`config.mk`:
```
export PLATFORM = sky130hd
export DESIGN_NAME = battery_level_estimator_flat
export DESIGN_NICKNAME = d
export VERILOG_FILES = /design/src/sv/ble_pkg.sv /design/src/sv/ble_in_if.sv /design/src/sv/ble_out_if.sv /design/src/sv/ble_div.sv /design/src/sv/ble_datapath.sv /design/src/sv/ble_ctrl.sv /design/src/sv/battery_level_estimator.sv /design/src/flat_wrapper.sv
export SDC_FILE = /design/constraint.sdc
export NUM_CORES = 2
export LEC_CHECK = 0
export BUFFER_PORTS_ARGS = -buffer_cell sky130_fd_sc_hd__buf_2
export CAP_MARGIN = 20
export CELL_PAD_IN_SITES_DETAIL_PLACEMENT = 0
export CELL_PAD_IN_SITES_GLOBAL_PLACEMENT = 1
export CORE_MARGIN = 3
export CORE_UTILIZATION = 40
export CTS_CLUSTER_DIAMETER = 80
export DETAILED_ROUTE_END_ITERATION = 12
export PLACE_DENSITY_LB_ADDON = 0.1
export SYNTH_ARGS = -nofsm -noshare
export SYNTH_HDL_FRONTEND = slang
export SYNTH_SLANG_ARGS = --single-unit
```
`constraint.sdc`:
```
create_clock -name clk -period 11.3 [get_ports clk]
set_input_delay 1.13 -clock clk [delete_from_list [all_inputs] [get_ports clk]]
set_output_delay 1.13 -clock clk [all_outputs]
set_load 0.02 [all_outputs]
```
`src/sv/ble_pkg.sv`:
```
package ble_pkg;

    localparam int IN_MV_W    = 12;
    localparam int SCALE_W    = 8;
    localparam int AVG_W      = 16;
    localparam int TENTHS_W   = 10;
    localparam int CNT_CFG_W  = 8;
    localparam int SUM_W      = 24;
    localparam int PCT_W      = 7;
    localparam int POINT_W    = 23;
    localparam int CFG_IDX_W  = 3;
    localparam int CFG_DATA_W = POINT_W;
    localparam int SCALE_SHIFT = 6;

    localparam int NUM_POINT_REGS   = 6;
    localparam int CURVE_POINTS_DEF = 6;

    localparam int DIV_NUM_W = 28;
    localparam int DIV_DEN_W = 16;

    localparam logic [AVG_W-1:0]    EMPTY_MARK = 16'hFFFF;
    localparam logic [TENTHS_W-1:0] MAX_TENTHS = 10'd1000;
    localparam int                  TENTHS     = 10;

    localparam logic [CFG_IDX_W-1:0] REG_SAMPLES = 3'd0;
    localparam logic [CFG_IDX_W-1:0] REG_DIVISOR = 3'd1;
    localparam logic [CFG_IDX_W-1:0] REG_POINT0  = 3'd2;

    localparam logic [CNT_CFG_W-1:0] SAMPLES_RESET = 8'd8;
    localparam logic [CNT_CFG_W-1:0] DIVISOR_RESET = 8'd4;

    typedef logic [POINT_W-1:0] point_t;
    typedef point_t point_arr_t [NUM_POINT_REGS];

    localparam point_arr_t POINT_RESET = '{
        23'd3300, 23'd658960, 23'd2625190, 23'd4591420, 23'd5902290, 23'd6557800
    };

    typedef enum logic [3:0] {
        ST_IDLE,
        ST_MEAN_START,
        ST_MEAN_WAIT,
        ST_AVG,
        ST_STEP_WAIT,
        ST_LEVEL,
        ST_SEG,
        ST_LEVEL_WAIT,
        ST_EMIT
    } state_t;

    typedef struct packed {
        logic accum;
        logic mean_start;
        logic mean_latch;
        logic seed;
        logic step_start;
        logic step_apply;
        logic seg_latch;
        logic level_edge;
        logic level_start;
        logic level_latch;
        logic emit;
    } cmd_t;

    typedef struct packed {
        logic last_sample;
        logic avg_empty;
        logic div_done;
        logic seg_edge;
        logic out_free;
    } status_t;

endpackage

```
`src/sv/ble_in_if.sv`:
```
interface ble_in_if
    import ble_pkg::*;
();
    logic                 valid;
    logic                 ready;
    logic [IN_MV_W-1:0]   sample_millivolts;
    logic [SCALE_W-1:0]   mode_scale;

    modport source (output valid, output sample_millivolts, output mode_scale, input ready);
    modport sink   (input valid, input sample_millivolts, input mode_scale, output ready);
endinterface

```
`src/sv/ble_out_if.sv`:
```
interface ble_out_if
    import ble_pkg::*;
();
    logic                 valid;
    logic                 ready;
    logic [AVG_W-1:0]     average_millivolts;
    logic [TENTHS_W-1:0]  charge_tenths;

    modport source (output valid, output average_millivolts, output charge_tenths, input ready);
    modport sink   (input valid, input average_millivolts, input charge_tenths, output ready);
endinterface

```
`src/sv/ble_div.sv`:
```
module ble_div
    import ble_pkg::*;
(
    input  logic                 clk,
    input  logic                 rst_n,
    input  logic                 start,
    input  logic [DIV_NUM_W-1:0] dividend,
    input  logic [DIV_DEN_W-1:0] divisor,
    output logic                 done,
    output logic [DIV_NUM_W-1:0] quotient
);
    localparam int STEP_CNT_W = $clog2(DIV_NUM_W + 1);

    logic [DIV_NUM_W-1:0]  quo_reg, quo_next;
    logic [DIV_DEN_W-1:0]  rem_reg, rem_next;
    logic [DIV_DEN_W-1:0]  den_reg;
    logic [STEP_CNT_W-1:0] cnt_reg, cnt_next;
    logic                  done_reg, done_next;
    logic [DIV_DEN_W:0]    shifted;
    logic [DIV_DEN_W:0]    trial;
    logic                  fits;

    // one quotient bit per cycle, restoring
    always_comb
    begin
        shifted   = {rem_reg, quo_reg[DIV_NUM_W-1]};
        trial     = shifted - {1'b0, den_reg};
        fits      = shifted >= {1'b0, den_reg};
        quo_next  = quo_reg;
        rem_next  = rem_reg;
        cnt_next  = cnt_reg;
        done_next = 1'b0;
        if (start)
        begin
            quo_next = dividend;
            rem_next = '0;
            cnt_next = STEP_CNT_W'(DIV_NUM_W);
        end
        else if (cnt_reg != '0)
        begin
            quo_next  = {quo_reg[DIV_NUM_W-2:0], fits};
            rem_next  = fits ? trial[DIV_DEN_W-1:0] : shifted[DIV_DEN_W-1:0];
            cnt_next  = cnt_reg - 1'b1;
            done_next = (cnt_reg == STEP_CNT_W'(1));
        end
    end

    always_ff @(posedge clk or negedge rst_n)
    begin
        if (!rst_n)
        begin
            cnt_reg  <= '0;
            done_reg <= 1'b0;
        end
        else
        begin
            cnt_reg  <= cnt_next;
            done_reg <= done_next;
        end
    end

    always_ff @(posedge clk)
    begin
        quo_reg <= quo_next;
        rem_reg <= rem_next;
        if (start)
        begin
            den_reg <= divisor;
        end
    end

    assign done     = done_reg;
    assign quotient = quo_reg;

endmodule

```
`src/sv/ble_datapath.sv`:
```
module ble_datapath
    import ble_pkg::*;
#(
    parameter int CURVE_POINTS = CURVE_POINTS_DEF
)
(
    input  logic                  clk,
    input  logic                  rst_n,
    input  cmd_t                  cmd,
    output status_t               sts,
    input  logic                  wr_en,
    input  logic [CFG_IDX_W-1:0]  wr_index,
    input  logic [CFG_DATA_W-1:0] wr_data,
    input  logic [IN_MV_W-1:0]    sample_millivolts,
    input  logic [SCALE_W-1:0]    mode_scale,
    output logic                  result_valid,
    input  logic                  result_ready,
    output logic [AVG_W-1:0]      average_millivolts,
    output logic [TENTHS_W-1:0]   charge_tenths
);
    localparam int NPTS = (CURVE_POINTS > NUM_POINT_REGS) ? NUM_POINT_REGS : CURVE_POINTS;
    localparam int PROD_W = IN_MV_W + SCALE_W;
    localparam int DIFF_W = SUM_W + 1;
    localparam int TERM_W = AVG_W + PCT_W;
    localparam int EDGE_W = PCT_W + 4;

    logic [CNT_CFG_W-1:0] spr_reg, adiv_reg;
    point_arr_t           point_reg;

    logic [SUM_W-1:0]     sum_reg;
    logic [CNT_CFG_W-1:0] taken_reg;
    logic [AVG_W-1:0]     avg_reg;
    logic [SUM_W-1:0]     mean_reg;
    logic                 diff_neg_reg;
    logic                 seg_edge_reg;
    logic [PCT_W-1:0]     edge_pct_reg, lo_pct_reg, hi_pct_reg;
    logic [AVG_W-1:0]     a_reg, b_reg, den_reg;
    logic [TENTHS_W-1:0]  level_reg;
    logic                 out_valid_reg, out_valid_next;
    logic [AVG_W-1:0]     out_avg_reg;
    logic [TENTHS_W-1:0]  out_level_reg;

    logic [CNT_CFG_W-1:0] count_eff, divv_eff, taken_inc;
    logic [PROD_W-1:0]    prod;
    logic [SUM_W-1:0]     scaled;
    logic [DIFF_W-1:0]    diff_w, diff_mag;
    logic                 seg_found, seg_first;
    point_t               lo_pt, hi_pt;
    logic [TERM_W-1:0]    term_hi, term_lo;
    logic [SUM_W-1:0]     term_sum;
    logic [DIV_NUM_W-1:0] level_num;
    logic [EDGE_W-1:0]    edge_tenths;

    logic                 div_start, div_done;
    logic [DIV_NUM_W-1:0] div_dividend, div_quotient;
    logic [DIV_DEN_W-1:0] div_divisor;

    assign count_eff = (spr_reg == '0) ? CNT_CFG_W'(1) : spr_reg;
    assign divv_eff  = (adiv_reg == '0) ? CNT_CFG_W'(1) : adiv_reg;
    assign taken_inc = taken_reg + 1'b1;
    assign prod      = PROD_W'(sample_millivolts) * PROD_W'(mode_scale);
    assign scaled    = SUM_W'(prod >> SCALE_SHIFT);

    assign diff_w   = {1'b0, mean_reg} - DIFF_W'(avg_reg);
    assign diff_mag = diff_w[DIFF_W-1] ? (~diff_w + 1'b1) : diff_w;

    // first point at or above the average
    always_comb
    begin
        seg_found = 1'b0;
        seg_first = 1'b0;
        hi_pt     = point_reg[0];
        lo_pt     = point_reg[0];
        for (int i = NPTS - 1; i >= 0; i--)
        begin
            if (point_reg[i][AVG_W-1:0] >= avg_reg)
            begin
                seg_found = 1'b1;
                seg_first = (i == 0);
                hi_pt     = point_reg[i];
                lo_pt     = point_reg[(i > 0) ? i - 1 : 0];
            end
        end
    end

    assign term_hi     = TERM_W'(a_reg) * TERM_W'(hi_pct_reg);
    assign term_lo     = TERM_W'(b_reg) * TERM_W'(lo_pct_reg);
    assign term_sum    = SUM_W'(term_hi) + SUM_W'(term_lo);
    assign level_num   = DIV_NUM_W'(term_sum) * DIV_NUM_W'(TENTHS);
    assign edge_tenths = EDGE_W'(edge_pct_reg) * EDGE_W'(TENTHS);

    always_comb
    begin
        div_start    = cmd.mean_start | cmd.step_start | cmd.level_start;
        div_dividend = level_num;
        div_divisor  = den_reg;
        if (cmd.mean_start)
        begin
            div_dividend = DIV_NUM_W'(sum_reg);
            div_divisor  = DIV_DEN_W'(count_eff);
        end
        else if (cmd.step_start)
        begin
            div_dividend = DIV_NUM_W'(diff_mag);
            div_divisor  = DIV_DEN_W'(divv_eff);
        end
    end

    ble_div u_div (
        .clk      (clk),
        .rst_n    (rst_n),
        .start    (div_start),
        .dividend (div_dividend),
        .divisor  (div_divisor),
        .done     (div_done),
        .quotient (div_quotient)
    );

    always_ff @(posedge clk or negedge rst_n)
    begin
        if (!rst_n)
        begin
            spr_reg   <= SAMPLES_RESET;
            adiv_reg  <= DIVISOR_RESET;
            point_reg <= POINT_RESET;
        end
        else if (wr_en)
        begin
            case (wr_index)
                REG_SAMPLES: spr_reg  <= wr_data[CNT_CFG_W-1:0];
                REG_DIVISOR: adiv_reg <= wr_data[CNT_CFG_W-1:0];
                default:     point_reg[wr_index - REG_POINT0] <= wr_data;
            endcase
        end
    end

    always_ff @(posedge clk or negedge rst_n)
    begin
        if (!rst_n)
        begin
            sum_reg       <= '0;
            taken_reg     <= '0;
            avg_reg       <= EMPTY_MARK;
            level_reg     <= '0;
            out_valid_reg <= 1'b0;
        end
        else
        begin
            out_valid_reg <= out_valid_next;
            if (cmd.accum)
            begin
                sum_reg   <= sum_reg + scaled;
                taken_reg <= taken_inc;
            end
            else if (cmd.mean_start)
            begin
                sum_reg   <= '0;
                taken_reg <= '0;
            end
            if (cmd.seed)
            begin
                avg_reg <= mean_reg[AVG_W-1:0];
            end
            else if (cmd.step_apply)
            begin
                avg_reg <= diff_neg_reg ? avg_reg - div_quotient[AVG_W-1:0]
                                        : avg_reg + div_quotient[AVG_W-1:0];
            end
            if (cmd.level_edge)
            begin
                level_reg <= (edge_tenths > EDGE_W'(MAX_TENTHS)) ? MAX_TENTHS
                                                                 : edge_tenths[TENTHS_W-1:0];
            end
            else if (cmd.level_latch)
            begin
                level_reg <= (div_quotient > DIV_NUM_W'(MAX_TENTHS)) ? MAX_TENTHS
                                                                     : div_quotient[TENTHS_W-1:0];
            end
        end
    end

    always_ff @(posedge clk)
    begin
        if (cmd.mean_latch)
        begin
            mean_reg <= div_quotient[SUM_W-1:0];
        end
        if (cmd.step_start)
        begin
            diff_neg_reg <= diff_w[DIFF_W-1];
        end
        if (cmd.seg_latch)
        begin
            seg_edge_reg <= !seg_found || seg_first;
            edge_pct_reg <= seg_found ? point_reg[0][POINT_W-1:AVG_W]
                                      : point_reg[NPTS-1][POINT_W-1:AVG_W];
            lo_pct_reg   <= lo_pt[POINT_W-1:AVG_W];
            hi_pct_reg   <= hi_pt[POINT_W-1:AVG_W];
            a_reg        <= avg_reg - lo_pt[AVG_W-1:0];
            b_reg        <= hi_pt[AVG_W-1:0] - avg_reg;
            den_reg      <= hi_pt[AVG_W-1:0] - lo_pt[AVG_W-1:0];
        end
        if (cmd.emit)
        begin
            out_avg_reg   <= avg_reg;
            out_level_reg <= level_reg;
        end
    end

    always_comb
    begin
        out_valid_next = out_valid_reg;
        if (cmd.emit)
        begin
            out_valid_next = 1'b1;
        end
        else if (result_ready)
        begin
            out_valid_next = 1'b0;
        end
    end

    always_comb
    begin
        sts.last_sample = taken_inc >= count_eff;
        sts.avg_empty   = avg_reg == EMPTY_MARK;
        sts.div_done    = div_done;
        sts.seg_edge    = seg_edge_reg;
        sts.out_free    = !out_valid_reg || result_ready;
    end

    assign result_valid       = out_valid_reg;
    assign average_millivolts = out_avg_reg;
    assign charge_tenths      = out_level_reg;

`ifndef SYNTHESIS
    a_level_range: assert property (@(posedge clk) disable iff (!rst_n)
        level_reg <= MAX_TENTHS)
        else $error("charge level above full scale");

    a_reading_clears: assert property (@(posedge clk) disable iff (!rst_n)
        cmd.mean_start |=> (taken_reg == '0) && (sum_reg == '0))
        else $error("sample sum not cleared after a reading");

    a_emit_valid: assert property (@(posedge clk) disable iff (!rst_n)
        cmd.emit |=> out_valid_reg && (out_avg_reg == $past(avg_reg)))
        else $error("result not presented after emit");
`endif

endmodule

```
`src/sv/ble_ctrl.sv`:
```
module ble_ctrl
    import ble_pkg::*;
(
    input  logic    clk,
    input  logic    rst_n,
    input  logic    in_valid,
    output logic    in_ready,
    input  status_t sts,
    output cmd_t    cmd
);
    state_t state_reg, state_next;

    always_ff @(posedge clk or negedge rst_n)
    begin
        if (!rst_n)
        begin
            state_reg <= ST_IDLE;
        end
        else
        begin
            state_reg <= state_next;
        end
    end

    always_comb
    begin
        state_next = state_reg;
        case (state_reg)
            ST_IDLE:
            begin
                if (in_valid && sts.last_sample)
                begin
                    state_next = ST_MEAN_START;
                end
            end
            ST_MEAN_START: state_next = ST_MEAN_WAIT;
            ST_MEAN_WAIT:
            begin
                if (sts.div_done)
                begin
                    state_next = ST_AVG;
                end
            end
            ST_AVG: state_next = sts.avg_empty ? ST_LEVEL : ST_STEP_WAIT;
            ST_STEP_WAIT:
            begin
                if (sts.div_done)
                begin
                    state_next = ST_LEVEL;
                end
            end
            ST_LEVEL: state_next = ST_SEG;
            ST_SEG: state_next = sts.seg_edge ? ST_EMIT : ST_LEVEL_WAIT;
            ST_LEVEL_WAIT:
            begin
                if (sts.div_done)
                begin
                    state_next = ST_EMIT;
                end
            end
            ST_EMIT:
            begin
                if (sts.out_free)
                begin
                    state_next = ST_IDLE;
                end
            end
            default: state_next = ST_IDLE;
        endcase
    end

    always_comb
    begin
        cmd      = '0;
        in_ready = 1'b0;
        case (state_reg)
            ST_IDLE:
            begin
                in_ready  = 1'b1;
                cmd.accum = in_valid;
            end
            ST_MEAN_START: cmd.mean_start = 1'b1;
            ST_MEAN_WAIT:  cmd.mean_latch = sts.div_done;
            ST_AVG:
            begin
                cmd.seed       = sts.avg_empty;
                cmd.step_start = !sts.avg_empty;
            end
            ST_STEP_WAIT:  cmd.step_apply = sts.div_done;
            ST_LEVEL:      cmd.seg_latch  = 1'b1;
            ST_SEG:
            begin
                cmd.level_edge  = sts.seg_edge;
                cmd.level_start = !sts.seg_edge;
            end
            ST_LEVEL_WAIT: cmd.level_latch = sts.div_done;
            ST_EMIT:       cmd.emit        = sts.out_free;
            default:       cmd = '0;
        endcase
    end

endmodule

```
`src/sv/battery_level_estimator.sv`:
```
// channel     dir  payload                                 handshake
// sample_in   in   sample_millivolts[11:0], mode_scale[7:0] valid/ready
// result_out  out  average_millivolts[15:0], charge_tenths[9:0] valid/ready
// wr_*        in   wr_index[2:0], wr_data[22:0]             wr_en, no stall
//
// an item that does not complete a reading is only added to the sample sum
// an item that completes a reading runs the shared 28-step divider once for the mean,
// for the average step unless the average is seeded, and for interpolation inside the curve
// only one reading is worked on at a time; the result register frees the input side
// the block stalls in its emit step while the previous result is still not taken
// reset: average empty, sample sum and count zero, registers at their defaults
module battery_level_estimator
    import ble_pkg::*;
#(
    parameter int CURVE_POINTS = CURVE_POINTS_DEF
)
(
    input  logic                  clk,
    input  logic                  rst_n,
    ble_in_if.sink                sample_in,
    ble_out_if.source             result_out,
    input  logic                  wr_en,
    input  logic [CFG_IDX_W-1:0]  wr_index,
    input  logic [CFG_DATA_W-1:0] wr_data
);
    cmd_t    cmd;
    status_t sts;

    ble_ctrl u_ctrl (
        .clk      (clk),
        .rst_n    (rst_n),
        .in_valid (sample_in.valid),
        .in_ready (sample_in.ready),
        .sts      (sts),
        .cmd      (cmd)
    );

    ble_datapath #(
        .CURVE_POINTS (CURVE_POINTS)
    ) u_datapath (
        .clk                (clk),
        .rst_n              (rst_n),
        .cmd                (cmd),
        .sts                (sts),
        .wr_en              (wr_en),
        .wr_index           (wr_index),
        .wr_data            (wr_data),
        .sample_millivolts  (sample_in.sample_millivolts),
        .mode_scale         (sample_in.mode_scale),
        .result_valid       (result_out.valid),
        .result_ready       (result_out.ready),
        .average_millivolts (result_out.average_millivolts),
        .charge_tenths      (result_out.charge_tenths)
    );

endmodule

```
`src/flat_wrapper.sv`:
```
// flat-port wrapper written by rule: the top's interface ports become plain ports
module battery_level_estimator_flat import ble_pkg::*;
#(
    parameter int CURVE_POINTS = CURVE_POINTS_DEF
)
  (clk, rst_n, wr_en, wr_index, wr_data, sample_in_valid, sample_in_sample_millivolts, sample_in_mode_scale, sample_in_ready, result_out_valid, result_out_average_millivolts, result_out_charge_tenths, result_out_ready);
  ble_in_if sample_in_i ();
  ble_out_if result_out_i ();
  input  logic clk;
  input  logic rst_n;
  input  logic wr_en;
  input  logic [CFG_IDX_W-1:0] wr_index;
  input  logic [CFG_DATA_W-1:0] wr_data;
  input wire logic [$bits(sample_in_i.valid)-1:0] sample_in_valid;
  input wire logic [$bits(sample_in_i.sample_millivolts)-1:0] sample_in_sample_millivolts;
  input wire logic [$bits(sample_in_i.mode_scale)-1:0] sample_in_mode_scale;
  output wire logic [$bits(sample_in_i.ready)-1:0] sample_in_ready;
  output wire logic [$bits(result_out_i.valid)-1:0] result_out_valid;
  output wire logic [$bits(result_out_i.average_millivolts)-1:0] result_out_average_millivolts;
  output wire logic [$bits(result_out_i.charge_tenths)-1:0] result_out_charge_tenths;
  input wire logic [$bits(result_out_i.ready)-1:0] result_out_ready;
  assign sample_in_i.valid = sample_in_valid;
  assign sample_in_i.sample_millivolts = sample_in_sample_millivolts;
  assign sample_in_i.mode_scale = sample_in_mode_scale;
  assign sample_in_ready = sample_in_i.ready;
  assign result_out_valid = result_out_i.valid;
  assign result_out_average_millivolts = result_out_i.average_millivolts;
  assign result_out_charge_tenths = result_out_i.charge_tenths;
  assign result_out_i.ready = result_out_ready;
  battery_level_estimator #(.CURVE_POINTS(CURVE_POINTS)) u_core (.clk(clk), .rst_n(rst_n), .sample_in(sample_in_i), .result_out(result_out_i), .wr_en(wr_en), .wr_index(wr_index), .wr_data(wr_data));
endmodule
```
==> impl_metrics.ini <==
[run_status]
status = complete, no violations

[route]
vias_per_cell = 5.506
dr.pass1.iters = 6
postRouteAntennaNets = 0
drc = 0
wl_per_cell_um = 22.45
wl_mm = 116.9
drt_iter0_drc = 1846
vias = 28670

[clock_tree]
clk_pin_slew_worst_paths_ps = 60
hold_buffers = 0
htreeDepth = 2
clock_path_buffers = 3
clock_sinks = 404
cts_tree = built
root_buffer = clkbuf_16
clock_latency_ps = 640
post-cts-setup-buffers = 0
cts_resized = 0
cts_buffers = 52

[yosys]
dominantRegCellSynth = edfxtp_1
ys_ff_latch = 404
postSynthAreaPerCell_um2 = 9.602
yosys_warnings = 0
synth_edf_count = 165
synth.distinct_cells = 101
synthArstFlopShare_pct = 55.20
synthDominantCellAreaShare_pct = 13.30
yosysSeqAreaShare_pct = 29.36
synth_top_cell_by_area = edfxtp_1
synthCells = 3881
synth_nets = 4545
syn-cell-area_um2 = 37270
synth_area_leaders = edfxtp_1 13%, fa_1 13%, ha_1 12%

[timing]
fin_tns_setup_ps = 0
setup_viol_count_final = 0
rsz0062_at_grt = false
post-route-min-period_ps = 9240
max-slew-margin-rel_pct = 29.35
drv_slew = 0
hold_violations = 0
period_share_pct = 81.77
fmax_ghz = 0.1082
clock_skew_ps = 21.85
tightestPinTransition_ps = 1060

[floorplanning]
dieArea_um2 = 96860
io_pins = 79
fp.dieH_um = 311.2
die_w_um = 311.2
rows = 111
initial_core_util_pct = 40.47
core_um2 = 92080

[finish]
syn2layout_area_growth_pct = 9.374
layout-drive-gt1-share_pct = 12.24
largest_register_ffs = 138
fillers = 9053
nNetsFinal = 4584
n_antenna_cell = 0

[global_routing]
grt_max_degree = 104
antenna_found_initial = 4
first_global_vias = 28330
grt_usage_pct = 24.02
grt-ovfl-total = 0
grt_pass1_wl_mm = 179.2

[flow_run]
max-cap-violations = 0

[worst_setup_path]
crit_top_cell = fa_1
path_max_fanout = 16
cp-start-kind = flip-flop
required_ps = 11680
path_class = reg -> reg
arrival_ps = 9620
crit_slowest_cell = edfxtp_1
slowest_delay_ps = 640
crit_path_end_kind = flip-flop

[placement]
dp_hpwl_mm = 91.37
io_buffers = 78
place.gp.congestion = 0.8885

[hold_path]
worstHoldPathType = reg -> reg
## stage by stage
| step | util (%) | cells | worst slack, ps | hold WS, ps | cell area, um2 |
|---|---|---|---|---|---|
| global route | 44.27 | 5207 | 1629 | 483.6 | 40760 |
| global placement | 42.37 | 5109 | 2197 | 433.4 | 39010 |
| floorplan | - | 3881 | 2927 | 424.4 | 37270 |
| finish | 44.27 | 5207 | 2060 | 459.2 | 40760 |
| detailed placement | 42.37 | 5109 | 2133 | 446.7 | 39010 |
| CTS | 44.27 | 5207 | 2113 | 460.7 | 40760 |
## placed cells by master, fill, tap and decap left out, types with 15 or more instances in the layout
| master | count |
|---|---|
| dfrtp_1 | 154 |
| or3_1 | 18 |
| buf_2 | 77 |
| xnor2_1 | 114 |
| edfxtp_1 | 165 |
| and2_1 | 165 |
| nor3_1 | 57 |
| o221a_2 | 15 |
| o31ai_1 | 15 |
| a21oi_1 | 221 |
| nor2_1 | 225 |
| a31oi_1 | 21 |
| o211ai_1 | 18 |
| o21bai_1 | 19 |
| clkbuf_16 | 52 |
| fa_1 | 245 |
| nand3_1 | 63 |
| dfstp_2 | 69 |
| nand2_1 | 396 |
| xor2_1 | 64 |
| nand4_1 | 19 |
| buf_4 | 38 |
| mux2_2 | 153 |
| o21a_1 | 34 |
| inv_1 | 395 |
| ha_1 | 368 |
| a221oi_1 | 27 |
| o22ai_1 | 44 |
| nand2b_1 | 35 |
| mux2i_1 | 61 |
| dfxtp_1 | 16 |
| and3_1 | 32 |
| a211oi_1 | 72 |
| a21o_1 | 49 |
| nor2b_1 | 28 |
| o21ai_0 | 177 |
## final cells by class
| class | instances | area [um2] | share of cell area [%] |
|---|---|---|---|
| clock inverter | 29 | 352.8 | 0.8657 |
| timing repair buffer | 116 | 685.7 | 1.682 |
| multi-input combinational | 2949 | 24340 | 59.71 |
| sequential | 404 | 10940 | 26.84 |
| clock buffer | 69 | 1395 | 3.423 |
| tap | 1243 | 1555 | 3.816 |
| inverter | 397 | 1490 | 3.656 |
## cell usage after synthesis, types with 7 or more instances
master       n
a211oi_1    72
nand2_1    396
ha_1       368
a21oi_1    221
dfstp_2     69
xnor2_1    114
o31ai_1     15
edfxtp_1   165
nor2_1     227
inv_1      395
mux2i_1     61
a221oi_1    27
nor4_1      14
a21o_1      49
a2111oi_0    7
buf_2       12
clkbuf_1    99
xor2_1      64
dfrtp_1    154
fa_1       245
or2_2        7
o211ai_1    18
a31oi_1     21
o21a_1      34
mux2_2     153
nand3_1     63
o21ai_1     10
o221ai_1    13
o221a_2     15
o22ai_1     44
nor3_1      59
and3_1      32
and2_1     165
or3_1       18
nor3b_1      7
nor2b_1     29
nand4_1     19
o21bai_1    19
nand2b_1    35
nand3b_1     7
dfxtp_1     16
o21ai_0    177
buf_1       15
## worst max-delay path, delay by kind of cell (launching register included)
| family | cells | cell delay (ps) |
|---|---|---|
| buffers and inverters | 5 | 300 |
| AND/OR/NAND/NOR | 5 | 950 |
| adder cells (fa/ha/maj) | 9 | 4130 |
| AO/OA/AOI/OAI | 13 | 2980 |
| flip-flops | 1 | 640 |
## logic make-up after synthesis
kind of cell,synth area share [%]
AOI/OAI and AO/OA,15.06
xor gates and xnor gates,4.244
adders and majority gates,25.52
buffers and inverters,5.473
DFF,29.36
muxes,6.262
and+or+nand+nor,14.08
## path summary, 6_finish.rpt
| kind | startpoint | endpoint | slack (ps) | depth (start not counted) |
|---|---|---|---|---|
| min reg2reg | u_core.u_datapath.level_reg[0] | u_core.u_datapath.charge_tenths[0] | 460 | 0 |
| min in group asynchronous | rst_n | u_core.u_datapath.point_reg[127] | 510 | 1 |
| min | u_core.u_datapath.level_reg[0] | u_core.u_datapath.charge_tenths[0] | 460 | 0 |
| max | u_core.u_datapath.hi_pct_reg[4] | u_core.u_datapath.u_div.quotient[25] | 2060 | 32 |
| max reg2reg | u_core.u_datapath.hi_pct_reg[4] | u_core.u_datapath.u_div.quotient[25] | 2060 | 32 |
| max in group asynchronous | rst_n | u_core.u_datapath.u_div.cnt_reg[1] | 9230 | 2 |
## metal layers
metal  vias up  track usage, %  share of wire (%)
met5         -               0              0.010
met3        94           2.351                4.2
met1     14310           35.62                 49
met2       592           38.42                 45
li1      13680               -                  -
met4         2           4.300                1.4
Power is not shown: default switching activity piles up to over one toggle a cycle in this logic, so the estimate is an artifact.
